[config.mk]
export PLATFORM = sky130hd
export DESIGN_NAME = four_channel_ramped_dimmer
export DESIGN_NICKNAME = d
export VERILOG_FILES = /design/src/design/dmr_pkg.sv /design/src/design/dmr_core.sv /design/src/design/dmr_skid.sv /design/src/design/four_channel_ramped_dimmer.sv
export VERILOG_INCLUDE_DIRS = /design/src /design/src/design
export SDC_FILE = /design/constraint.sdc
export NUM_CORES = 1
export LEC_CHECK = 0
export ABC_AREA = 0
export BUFFER_PORTS_ARGS = -buffer_cell sky130_fd_sc_hd__clkbuf_2
export CORE_MARGIN = 4
export CORE_UTILIZATION = 50
export DETAILED_ROUTE_END_ITERATION = 12
export PLACE_DENSITY = 0.68
export SYNTH_ARGS = -nofsm -noshare
export SYNTH_HDL_FRONTEND = slang
export SYNTH_SLANG_ARGS = --single-unit
[constraint.sdc]
create_clock -name clk -period 11.15 [get_ports clk]
set_input_delay 0.5575 -clock clk [delete_from_list [all_inputs] [get_ports clk]]
set_output_delay 0.5575 -clock clk [all_outputs]
set_load 0.01 [all_outputs]
[src/design/four_channel_ramped_dimmer_defines.svh]
// ----------------------------------------------------------------------------
// four_channel_ramped_dimmer_defines
// assertion macros shared by the dimmer modules
// ----------------------------------------------------------------------------
`ifndef FOUR_CHANNEL_RAMPED_DIMMER_DEFINES_SVH
`define FOUR_CHANNEL_RAMPED_DIMMER_DEFINES_SVH

// same-cycle implication, clocked on clk, off during reset
`define DMR_ASSERT_NOW(label, ante, cons, msg) \
  label: assert property (@(posedge clk) disable iff (rst) (ante) |-> (cons)) \
    else $error(msg);

// next-cycle implication, clocked on clk, off during reset
`define DMR_ASSERT_NEXT(label, ante, cons, msg) \
  label: assert property (@(posedge clk) disable iff (rst) (ante) |=> (cons)) \
    else $error(msg);

`endif

[src/design/dmr_pkg.sv]
// ----------------------------------------------------------------------------
// dmr_pkg
// types, codes and compare helpers for the four channel ramped dimmer
// ----------------------------------------------------------------------------
package dmr_pkg;

  localparam int NUM_CHANNELS = 4;

  localparam logic [1:0] MODE_TICK  = 2'd0;
  localparam logic [1:0] MODE_WRITE = 2'd1;
  localparam logic [1:0] MODE_READ  = 2'd2;

  localparam logic [6:0] FULL_PERCENT = 7'd100;
  localparam logic [6:0] DIVIDE_RESET = 7'd8;
  // 255 * round(2^19 / 100), exact floor(r * 255 / 100) after >> 19
  localparam logic [27:0] BYTE_RECIP = 28'd1336965;

  typedef logic [NUM_CHANNELS-1:0][6:0] level_array_t;

  typedef struct packed {
    logic [1:0] mode;
    logic [1:0] channel;
    logic [7:0] percent;
  } dmr_in_t;

  typedef struct packed {
    logic [6:0]  read_value;
    logic [11:0] compare_a;
    logic [11:0] compare_b;
    logic [7:0]  compare_c;
    logic [7:0]  compare_d;
  } dmr_out_t;

  // 25 * (100 - ramp) built from shifts
  function automatic logic [11:0] inv_compare(input logic [6:0] ramp);
    logic [11:0] diff;
    diff = {5'd0, FULL_PERCENT - ramp};
    return (diff << 4) + (diff << 3) + diff;
  endfunction

  // ramp * 255 / 100, truncated, via reciprocal multiply
  function automatic logic [7:0] byte_compare(input logic [6:0] ramp);
    logic [27:0] prod;
    prod = {21'd0, ramp} * BYTE_RECIP;
    return prod[26:19];
  endfunction

endpackage

[src/design/dmr_core.sv]
// ----------------------------------------------------------------------------
// dmr_core
// target and ramp state, prescaler, and result formation for one command
// ----------------------------------------------------------------------------
module dmr_core (
  input  logic             clk,
  input  logic             rst,
  input  logic             cfg_write,
  input  logic [7:0]       cfg_data,
  input  logic             take,
  input  dmr_pkg::dmr_in_t cmd,
  input  logic             skid_full,
  output dmr_pkg::dmr_out_t result
);
  import dmr_pkg::*;

  `include "four_channel_ramped_dimmer_defines.svh"

  logic [7:0]   ramp_divide;
  logic [7:0]   tick_prescale;
  logic [7:0]   tick_prescale_next;
  level_array_t target_level;
  level_array_t target_level_next;
  level_array_t ramp_level;
  level_array_t ramp_level_next;
  logic [8:0]   count;
  logic [6:0]   read_value;

  always_comb begin
    target_level_next  = target_level;
    ramp_level_next    = ramp_level;
    tick_prescale_next = tick_prescale;
    count              = {1'b0, tick_prescale} + 9'd1;
    if (take) begin
      unique case (cmd.mode)
        MODE_TICK: begin
          if (count >= {1'b0, ramp_divide}) begin
            tick_prescale_next = 8'd0;
            for (int k = 0; k < NUM_CHANNELS; k++) begin
              if (ramp_level[k] > target_level[k]) begin
                ramp_level_next[k] = ramp_level[k] - 7'd1;
              end else if (ramp_level[k] < target_level[k]) begin
                ramp_level_next[k] = ramp_level[k] + 7'd1;
              end
            end
          end else begin
            tick_prescale_next = count[7:0];
          end
        end
        MODE_WRITE: begin
          target_level_next[cmd.channel] =
            (cmd.percent > {1'b0, FULL_PERCENT}) ? FULL_PERCENT : cmd.percent[6:0];
        end
        default: begin
        end
      endcase
    end
    read_value = (cmd.mode == MODE_TICK) ? 7'd0 : target_level_next[cmd.channel];
  end

  assign result.read_value = read_value;
  assign result.compare_a  = inv_compare(ramp_level_next[0]);
  assign result.compare_b  = inv_compare(ramp_level_next[1]);
  assign result.compare_c  = byte_compare(ramp_level_next[2]);
  assign result.compare_d  = byte_compare(ramp_level_next[3]);

  always_ff @(posedge clk) begin
    if (rst) begin
      ramp_divide   <= {1'b0, DIVIDE_RESET};
      tick_prescale <= 8'd0;
      for (int k = 0; k < NUM_CHANNELS; k++) begin
        target_level[k] <= FULL_PERCENT;
        ramp_level[k]   <= 7'd0;
      end
    end else begin
      if (cfg_write) begin
        ramp_divide <= cfg_data;
      end
      tick_prescale <= tick_prescale_next;
      target_level  <= target_level_next;
      ramp_level    <= ramp_level_next;
    end
  end

  `DMR_ASSERT_NEXT(a_ramp_only_on_tick, !(take && cmd.mode == MODE_TICK), $stable(ramp_level), "ramp moved without a tick")
  `DMR_ASSERT_NEXT(a_target_only_on_write, !(take && cmd.mode == MODE_WRITE), $stable(target_level), "target moved without a write")
  `DMR_ASSERT_NOW(a_no_take_when_full, skid_full, !take, "command taken while skid full")

endmodule

[src/design/dmr_skid.sv]
// ----------------------------------------------------------------------------
// dmr_skid
// result register with one skid entry between core and result channel
// ----------------------------------------------------------------------------
module dmr_skid (
  input  logic              clk,
  input  logic              rst,
  input  logic              take,
  input  dmr_pkg::dmr_out_t data_in,
  output logic              full,
  output logic              res_valid,
  input  logic              res_stall,
  output dmr_pkg::dmr_out_t res
);
  import dmr_pkg::*;

  `include "four_channel_ramped_dimmer_defines.svh"

  logic     skid_valid;
  dmr_out_t skid_data;
  logic     open;

  // output register is free or drains this cycle
  assign open = !res_valid || !res_stall;
  assign full = skid_valid;

  always_ff @(posedge clk) begin
    if (rst) begin
      res_valid  <= 1'b0;
      skid_valid <= 1'b0;
    end else begin
      if (open) begin
        if (skid_valid) begin
          res_valid  <= 1'b1;
          skid_valid <= 1'b0;
        end else begin
          res_valid <= take;
        end
      end else if (take) begin
        skid_valid <= 1'b1;
      end
    end
  end

  always_ff @(posedge clk) begin
    if (open) begin
      if (skid_valid) begin
        res <= skid_data;
      end else if (take) begin
        res <= data_in;
      end
    end else if (take) begin
      skid_data <= data_in;
    end
  end

  `DMR_ASSERT_NOW(a_skid_implies_out, skid_valid, res_valid, "skid holds data while output empty")
  `DMR_ASSERT_NEXT(a_skid_drains, skid_valid && !res_stall, res_valid && !skid_valid, "skid did not move to output")
  `DMR_ASSERT_NEXT(a_take_shows, take && open && !skid_valid, res_valid, "accepted transfer not presented")

endmodule

[src/design/four_channel_ramped_dimmer.sv]
// ----------------------------------------------------------------------------
// four_channel_ramped_dimmer
// four dimmer channels with slew limited ramps and pwm compare results
// ----------------------------------------------------------------------------
//
//   channel   signals                      payload
//   -------   --------------------------   -----------------------------------
//   command   cmd_valid / cmd_stall        cmd: mode, channel, percent
//   result    res_valid / res_stall        res: read_value, compare_a..d
//   config    cfg_write                    cfg_data: ramp_divide
//
// one command per cycle while cmd_stall is low; each transfer updates state in
// the same cycle and its result is registered into the result or skid register
// a one-entry skid register lets a command transfer while a result is stalled;
// cmd_stall rises only when both the result and skid registers are full
// synchronous active high reset: targets 100, ramps 0, prescaler 0, divide 8
// ----------------------------------------------------------------------------
module four_channel_ramped_dimmer (
  input  logic              clk,
  input  logic              rst,
  // configuration write, ramp_divide only
  input  logic              cfg_write,
  input  logic [7:0]        cfg_data,
  // command channel
  input  logic              cmd_valid,
  output logic              cmd_stall,
  input  dmr_pkg::dmr_in_t  cmd,
  // result channel
  output logic              res_valid,
  input  logic              res_stall,
  output dmr_pkg::dmr_out_t res
);
  import dmr_pkg::*;

  logic     take;
  logic     skid_full;
  dmr_out_t result;

  // command transfer: held off only while the skid entry is occupied
  assign cmd_stall = skid_full;
  assign take      = cmd_valid && !skid_full;

  // state update and compare math, all combinational off the current state
  dmr_core u_core (
    .clk       (clk),
    .rst       (rst),
    .cfg_write (cfg_write),
    .cfg_data  (cfg_data),
    .take      (take),
    .cmd       (cmd),
    .skid_full (skid_full),
    .result    (result)
  );

  // result register plus skid entry
  dmr_skid u_skid (
    .clk       (clk),
    .rst       (rst),
    .take      (take),
    .data_in   (result),
    .full      (skid_full),
    .res_valid (res_valid),
    .res_stall (res_stall),
    .res       (res)
  );

endmodule

==> results.yml, run 1 <==
setup_path:
  arrival_ns: 7.91
  required_ns: 11.40
  critPathLaunchType: "flip-flop"
  critPathCaptureType: "flip-flop"
  ff2ff_path_depth: 26
  cp_max_fo: 20
  rr_startpoint: "u_core.tick_prescale[0]"
  worst-r2r-setup-slack_ns: 3.49
  criticalPathCategory: "reg -> reg"
  r2r_end: "u_skid.res[14]"
synthesis:
  synthCells: 1254
  avgSynthCellArea_um2: 9.86
  ys_seq_area_share_pct: 34.8
  yosysMostFrequentCell: "ha_1"
  synth_common_cells: "ha_1 (181), inv_1 (156), nor2_1 (106), nand2_1 (100), edfxtp_1 (94)"
  ys_warn_count: 0
  ys_async_sr_fraction_pct: 0
  synth.top_cells.by_area: "edfxtp_1 (23%), ha_1 (18%), dfxtp_1 (12%)"
  synth-seq-cells: 168
  yosys_most_used_dff: "edfxtp_1"
  yosysTopAreaCell: "edfxtp_1"
  synth-edff-count: 94
  yosysUniqueCellTypes: 91
  synth_nets: 1492
  syn_area_um2: 12400
  netlist.area_leader.share_pct: 22.8
clocking:
  clock_sinks: 168
  h-tree-depth: 4
  post_cts_resized: 0
  cts_root_buf: "clkbuf_16"
  clk_latency_ns: 0.43
  clkTransAtPathRegs_ns: 0.08
  cts_made_buffers: 17
  ctsHoldBuffers: 0
  cts_tree: "built"
  clock_path_buffers: 2
  cts_setup_buffers: 0
routing:
  dr.pass1.iters: 5
  wl_per_cell_um: 15.3
  drtAntennaViolNets: 0
  vias: 8923
  viasPerCell: 5.38
  remaining_drc_errors: 0
  wirelength_um: 25400
  drtIter0Drc: 438
flow_run:
  drv_cap: 0
sta:
  grt_setup_unrepaired: "false"
  max_freq_mhz: 131
  setup_tns_ns: 0
  fin_ws_ns: 3.49
  fin_crit_sh_pct: 68.7
  drv_slew: 0
  worst_pin_slew_ns: 1.07
  post-route-min-period_ns: 7.66
  slew_headroom_pct: 29.0
  skew_ns: 0.0137
  setup_viol: 0
  hold_violations: 0
grt:
  grt_pass1_vias: 8585
  grt_use_total_pct: 19.3
  antenna_found_initial: 0
  grt_pass1_wl_um: 42400
  grt_max_degree: 48
  overflow: 0
floorplanning:
  io_pins: 74
  die_w_um: 165
  start_util_pct: 50.8
  rows: 57
  core_um2: 24300
  die_area_um2: 27300
  die_h_um: 165
cells_and_area:
  finalInstanceArea_um2: 13700
  nets: 1560
  final_util_pct: 56.2
  layout-drive-gt1-share_pct: 14.2
  fillerInstances: 2140
  antenna_cells: 0
  seqCellArea_um2: 4310
  multi_input_area_um2: 7360
  area_delta_synth_final_pct: 10.6
  instances_no_fill: 1659
power:
  p_leak_nw: 6.59
  p_per_area_nw_per_um2: 100
  vdd_drop_max_mv: 0.0843
min_path:
  worstHoldStart: "cfg_data[3]"
  hold_class: "in -> reg"
  hold_depth: 3
  min_to: "u_core.ramp_divide[3]"
placement:
  io_buffers: 73
  placed_area_um2: 13100
  dp_hpwl_um: 19500
  gp_congestion: 0.882
  pre_cts_ws_ns: 3.58
  dpl.cell_count: 1627
status:
  outcome: "finished clean"
## worst max-delay path by stage
stage / endpoint / cells past startpoint / from / slack, ns
floorplan: u_skid.res[6] / 31 / u_core.tick_prescale[0] / 4.43
global placement: u_skid.skid_data[14] / 26 / u_core.tick_prescale[0] / 3.77
detailed placement: u_skid.res[14] / 26 / u_core.tick_prescale[0] / 3.58
CTS: u_skid.res[14] / 26 / u_core.tick_prescale[0] / 3.53
global route: u_skid.res[14] / 26 / u_core.tick_prescale[0] / 2.90
finish: u_skid.res[14] / 26 / u_core.tick_prescale[0] / 3.49
## final cells by class
type	count	area share, %
Sequential cell	168	31.5
Inverter	156	4.28
Timing Repair Buffer	81	3.11
Multi-Input combinational cell	898	53.9
Clock inverter	14	1.10
Clock buffer	18	3.21
Tap cell	324	2.96
## flip-flops by register name, summed over array words and instances, names as in the netlist
| name | count |
|---|---|
| u_core.tick_prescale | 8 |
| u_skid.full | 1 |
| u_skid.res_valid | 1 |
| u_core.target_level | 28 |
| u_core.ramp_divide | 8 |
| u_skid.skid_data | 47 |
| u_skid.res | 47 |
| u_core.ramp_level | 28 |
## cell families (layout without fill, tap and decap cells)
family,count (synthesis),after routing,synth area share (%)
AOI/OAI and AO/OA,207,207,11.8
xor gates and xnor gates,72,72,5.28
adders and majority gates,213,213,23.5
buffers and inverters,188,269,5.77
DFF,168,168,34.8
muxes,45,45,4.58
and+or+nand+nor,361,361,14.3
## per-stage QoR
stage          hold slack (ns)  total power, mW
2_1_floorplan            0.454            0.757
3_3_place_gp             0.465            0.791
3_5_place_dp             0.469            0.794
4_1_cts                  0.338             1.38
5_1_grt                  0.367             1.42
6_report                 0.352             1.37
## critical path, stage by stage, from the launching register on
cell      delay (ns)
dfxtp_1         0.40
ha_1            0.22
and3_4          0.22
nand3_1         0.12
xnor2_1         0.15
ha_1            0.29
and4_1          0.20
a31oi_2         0.12
a21oi_2         0.86
o21ai_0         0.30
xnor2_1         0.52
ha_1            0.36
fa_1            0.46
ha_1            0.29
inv_1           0.05
fa_1            0.49
inv_1           0.04
ha_1            0.31
a21oi_1         0.15
o221a_2         0.21
o21ai_0         0.09
a211oi_1        0.31
and3b_1         0.31
a311oi_4        0.14
o31a_2          0.38
or2_4           0.25
a221oi_2        0.22
## cells in the final DEF (no fill, tap or decap), types with 17 or more instances in the layout
| cell | count |
|---|---|
| edfxtp_1 | 94 |
| ha_1 | 181 |
| xnor2_1 | 41 |
| clkbuf_2 | 73 |
| o21ai_0 | 33 |
| fa_1 | 32 |
| nor2_1 | 105 |
| xor2_1 | 28 |
| and2_1 | 17 |
| dfxtp_1 | 73 |
| o211ai_1 | 18 |
| a21oi_1 | 51 |
| nand2_1 | 100 |
| clkbuf_16 | 17 |
| inv_1 | 156 |
| nand3_1 | 23 |
| mux2_2 | 23 |
## routing by layer
metal | vias up | share of wire (%) | routed length [um] | global-route usage [%]
met5 | - | 0 | 0 | 0
met4 | 0 | 1.5 | 370 | 5.03
li1 | 4548 | - | - | -
met2 | 187 | 47 | 12000 | 32.2
met3 | 22 | 4.0 | 1010 | 2.90
met1 | 4166 | 47 | 12000 | 26.4
## where the power goes
part | switching, mW | internal, mW
clock network | 0.283 | 0.306
registers | 0.00668 | 0.673
logic | 0.0626 | 0.0366
total | 0.352 | 1.02
Note: power is estimated with default switching activity, not from simulation.
==> inputs of run 2 (changes only) <==
- PLACE_DENSITY: 0.68 -> 0.7
- clock period: 11.15 -> 6.9 ns (I/O delays scaled with it)
==> results.yml, run 2 (same netlist as run 1, synthesis figures left out) <==
power:
  vdd_drop_max_mv: 0.124
  switching_share_pct: 25.6
  seqPwrFrac_pct: 49.8
  power.internal_mw: 1.64
  p_per_area_nw_per_um2: 158
  power_frac_clock_pct: 42.8
  power_frac_comb_pct: 7.4
  p_sw_uw: 564
  p_leak_nw: 6.68
setup_path:
  cp_max_fo: 6
  cp.depth: 28
  required_ns: 7.07
  critPathCaptureType: "flip-flop"
  critPathLaunchType: "flip-flop"
  critPathMaxStageDelay_ns: 0.49
  ff2ff_path_depth: 28
  criticalPathCategory: "reg -> reg"
  cp_common_cell: "inv_1"
  crit_buf_inv: 6
  arrival_ns: 6.75
  slowest_stage: "fa_1"
  critPathTopFamily: "adder cells"
placement:
  dpl.cell_count: 1644
  placed_area_um2: 13200
  io_buffers: 73
  gp_congestion: 0.884
  pre_cts_ws_ns: -0.0702
  dp_hpwl_um: 19500
min_path:
  hold_depth: 3
  hold_class: "in -> reg"
sta:
  worst_pin_slew_ns: 1.14
  fin_crit_sh_pct: 95.3
  hold_violations: 0
  setup_viol: 0
  drv_slew: 0
  slew_headroom_pct: 23.9
  max_freq_mhz: 152
  fin_ws_ns: 0.328
  skew_ns: 0.0155
  setup_tns_ns: 0
  post-route-min-period_ns: 6.57
flow_run:
  drv_cap: 0
cells_and_area:
  final_common_cell: "ha_1"
  antenna_cells: 0
  instances_no_fill: 1677
  multi_input_area_um2: 7470
  fillerInstances: 2094
  seqCellArea_um2: 4310
  area_delta_synth_final_pct: 12.6
  finalInstanceArea_um2: 13900
  reg_top3: "u_skid.res: 47 flops, u_skid.skid_data: 47 flops"
  layout_common_cells: "ha_1 (180), inv_1 (155), nor2_1 (104)"
  layout-drive-gt1-share_pct: 17.0
  nets: 1578
grt:
  antenna_found_initial: 0
  grt_max_degree: 48
  grt_pass1_wl_um: 42900
  overflow: 0
  grt_use_total_pct: 19.5
  grt_pass1_vias: 8861
clocking:
  clk_latency_ns: 0.43
  h-tree-depth: 4
  clock_path_buffers: 2
  cts_root_buf: "clkbuf_16"
  ctsHoldBuffers: 0
  clock_sinks: 168
  cts_made_buffers: 17
  cts_tree: "built"
  clkTransAtPathRegs_ns: 0.07
status:
  outcome: "finished clean"
routing:
  wirelength_um: 25500
  vias: 9119
  viasPerCell: 5.44
  remaining_drc_errors: 0
  drtIter0Drc: 526
  drtAntennaViolNets: 0
  dr.pass1.iters: 4
  wl_per_cell_um: 15.2
floorplanning:
  die_h_um: 165
  start_util_pct: 50.8
  core_um2: 24300
  io_pins: 74
  rows: 57
  die_area_um2: 27300
  die_w_um: 165
[run 2: worst reg2reg max path: cells and delay by family, from the launching register on]
kind	cells	cell delay, ns
adder cells (fa/ha/maj)	6	2.08
AO/OA/AOI/OAI	10	1.97
AND/OR/NAND/NOR	3	0.96
flip-flops	1	0.41
buffers and inverters	6	0.38
multiplexers	1	0.26
XOR/XNOR	2	0.25
[run 2: layout make-up]
type | instances | share of cell area, %
multi-input combinational | 898 | 53.7
timing repair buffer | 99 | 4.03
inverter | 156 | 4.21
tap | 324 | 2.91
clock buffer | 18 | 3.15
sequential | 168 | 31.0
clock inverter | 14 | 1.08
[run 2: stage by stage]
stage / power [mW] / utilization, % / hold WS [ns]
floorplan: 1.22 / - / 0.454
global placement: 1.28 / 54.3 / 0.464
detailed placement: 1.28 / 54.3 / 0.485
CTS: 2.23 / 56.8 / 0.132
global route: 2.29 / 57.2 / 0.142
finish: 2.20 / 57.2 / 0.136
[run 2: worst paths after layout]
kind	from	end	slack (ns)
worst max-delay path	u_core.target_level[26]	u_skid.res[6]	0.33
worst min-delay path	cfg_data[3]	u_core.ramp_divide[3]	0.14
worst min register to register	u_core.ramp_divide[3]	u_core.ramp_divide[3]	0.49
worst max register to register	u_core.target_level[26]	u_skid.res[6]	0.33
[run 2: power groups by stage]
stage          registers (mW)  logic, mW  clock network (mW)
5_1_grt                  1.10      0.186                1.00
3_5_place_dp             1.12      0.163                   0
2_1_floorplan            1.13     0.0947                   0
6_report                 1.10      0.163               0.945
3_3_place_gp             1.12      0.160                   0
4_1_cts                  1.10      0.165               0.963
[run 2: timing repair]
| action | CTS | global route |
|---|---|---|
| pin swaps | 1 | 9 |
| buffers inserted | 1 | 0 |
| resized for setup | 1 | 28 |
| setup endpoints to repair | 6 | 24 |
[run 2: per-layer routing]
| layer | track usage, % | vias to the layer above | wire (um) |
|---|---|---|---|
| li1 | - | 4588 | - |
| met1 | 25.7 | 4369 | 11800 |
| met2 | 33.5 | 131 | 12600 |
| met3 | 3.05 | 31 | 740 |
| met4 | 5.03 | 0 | 465 |
| met5 | 0 | - | 0 |
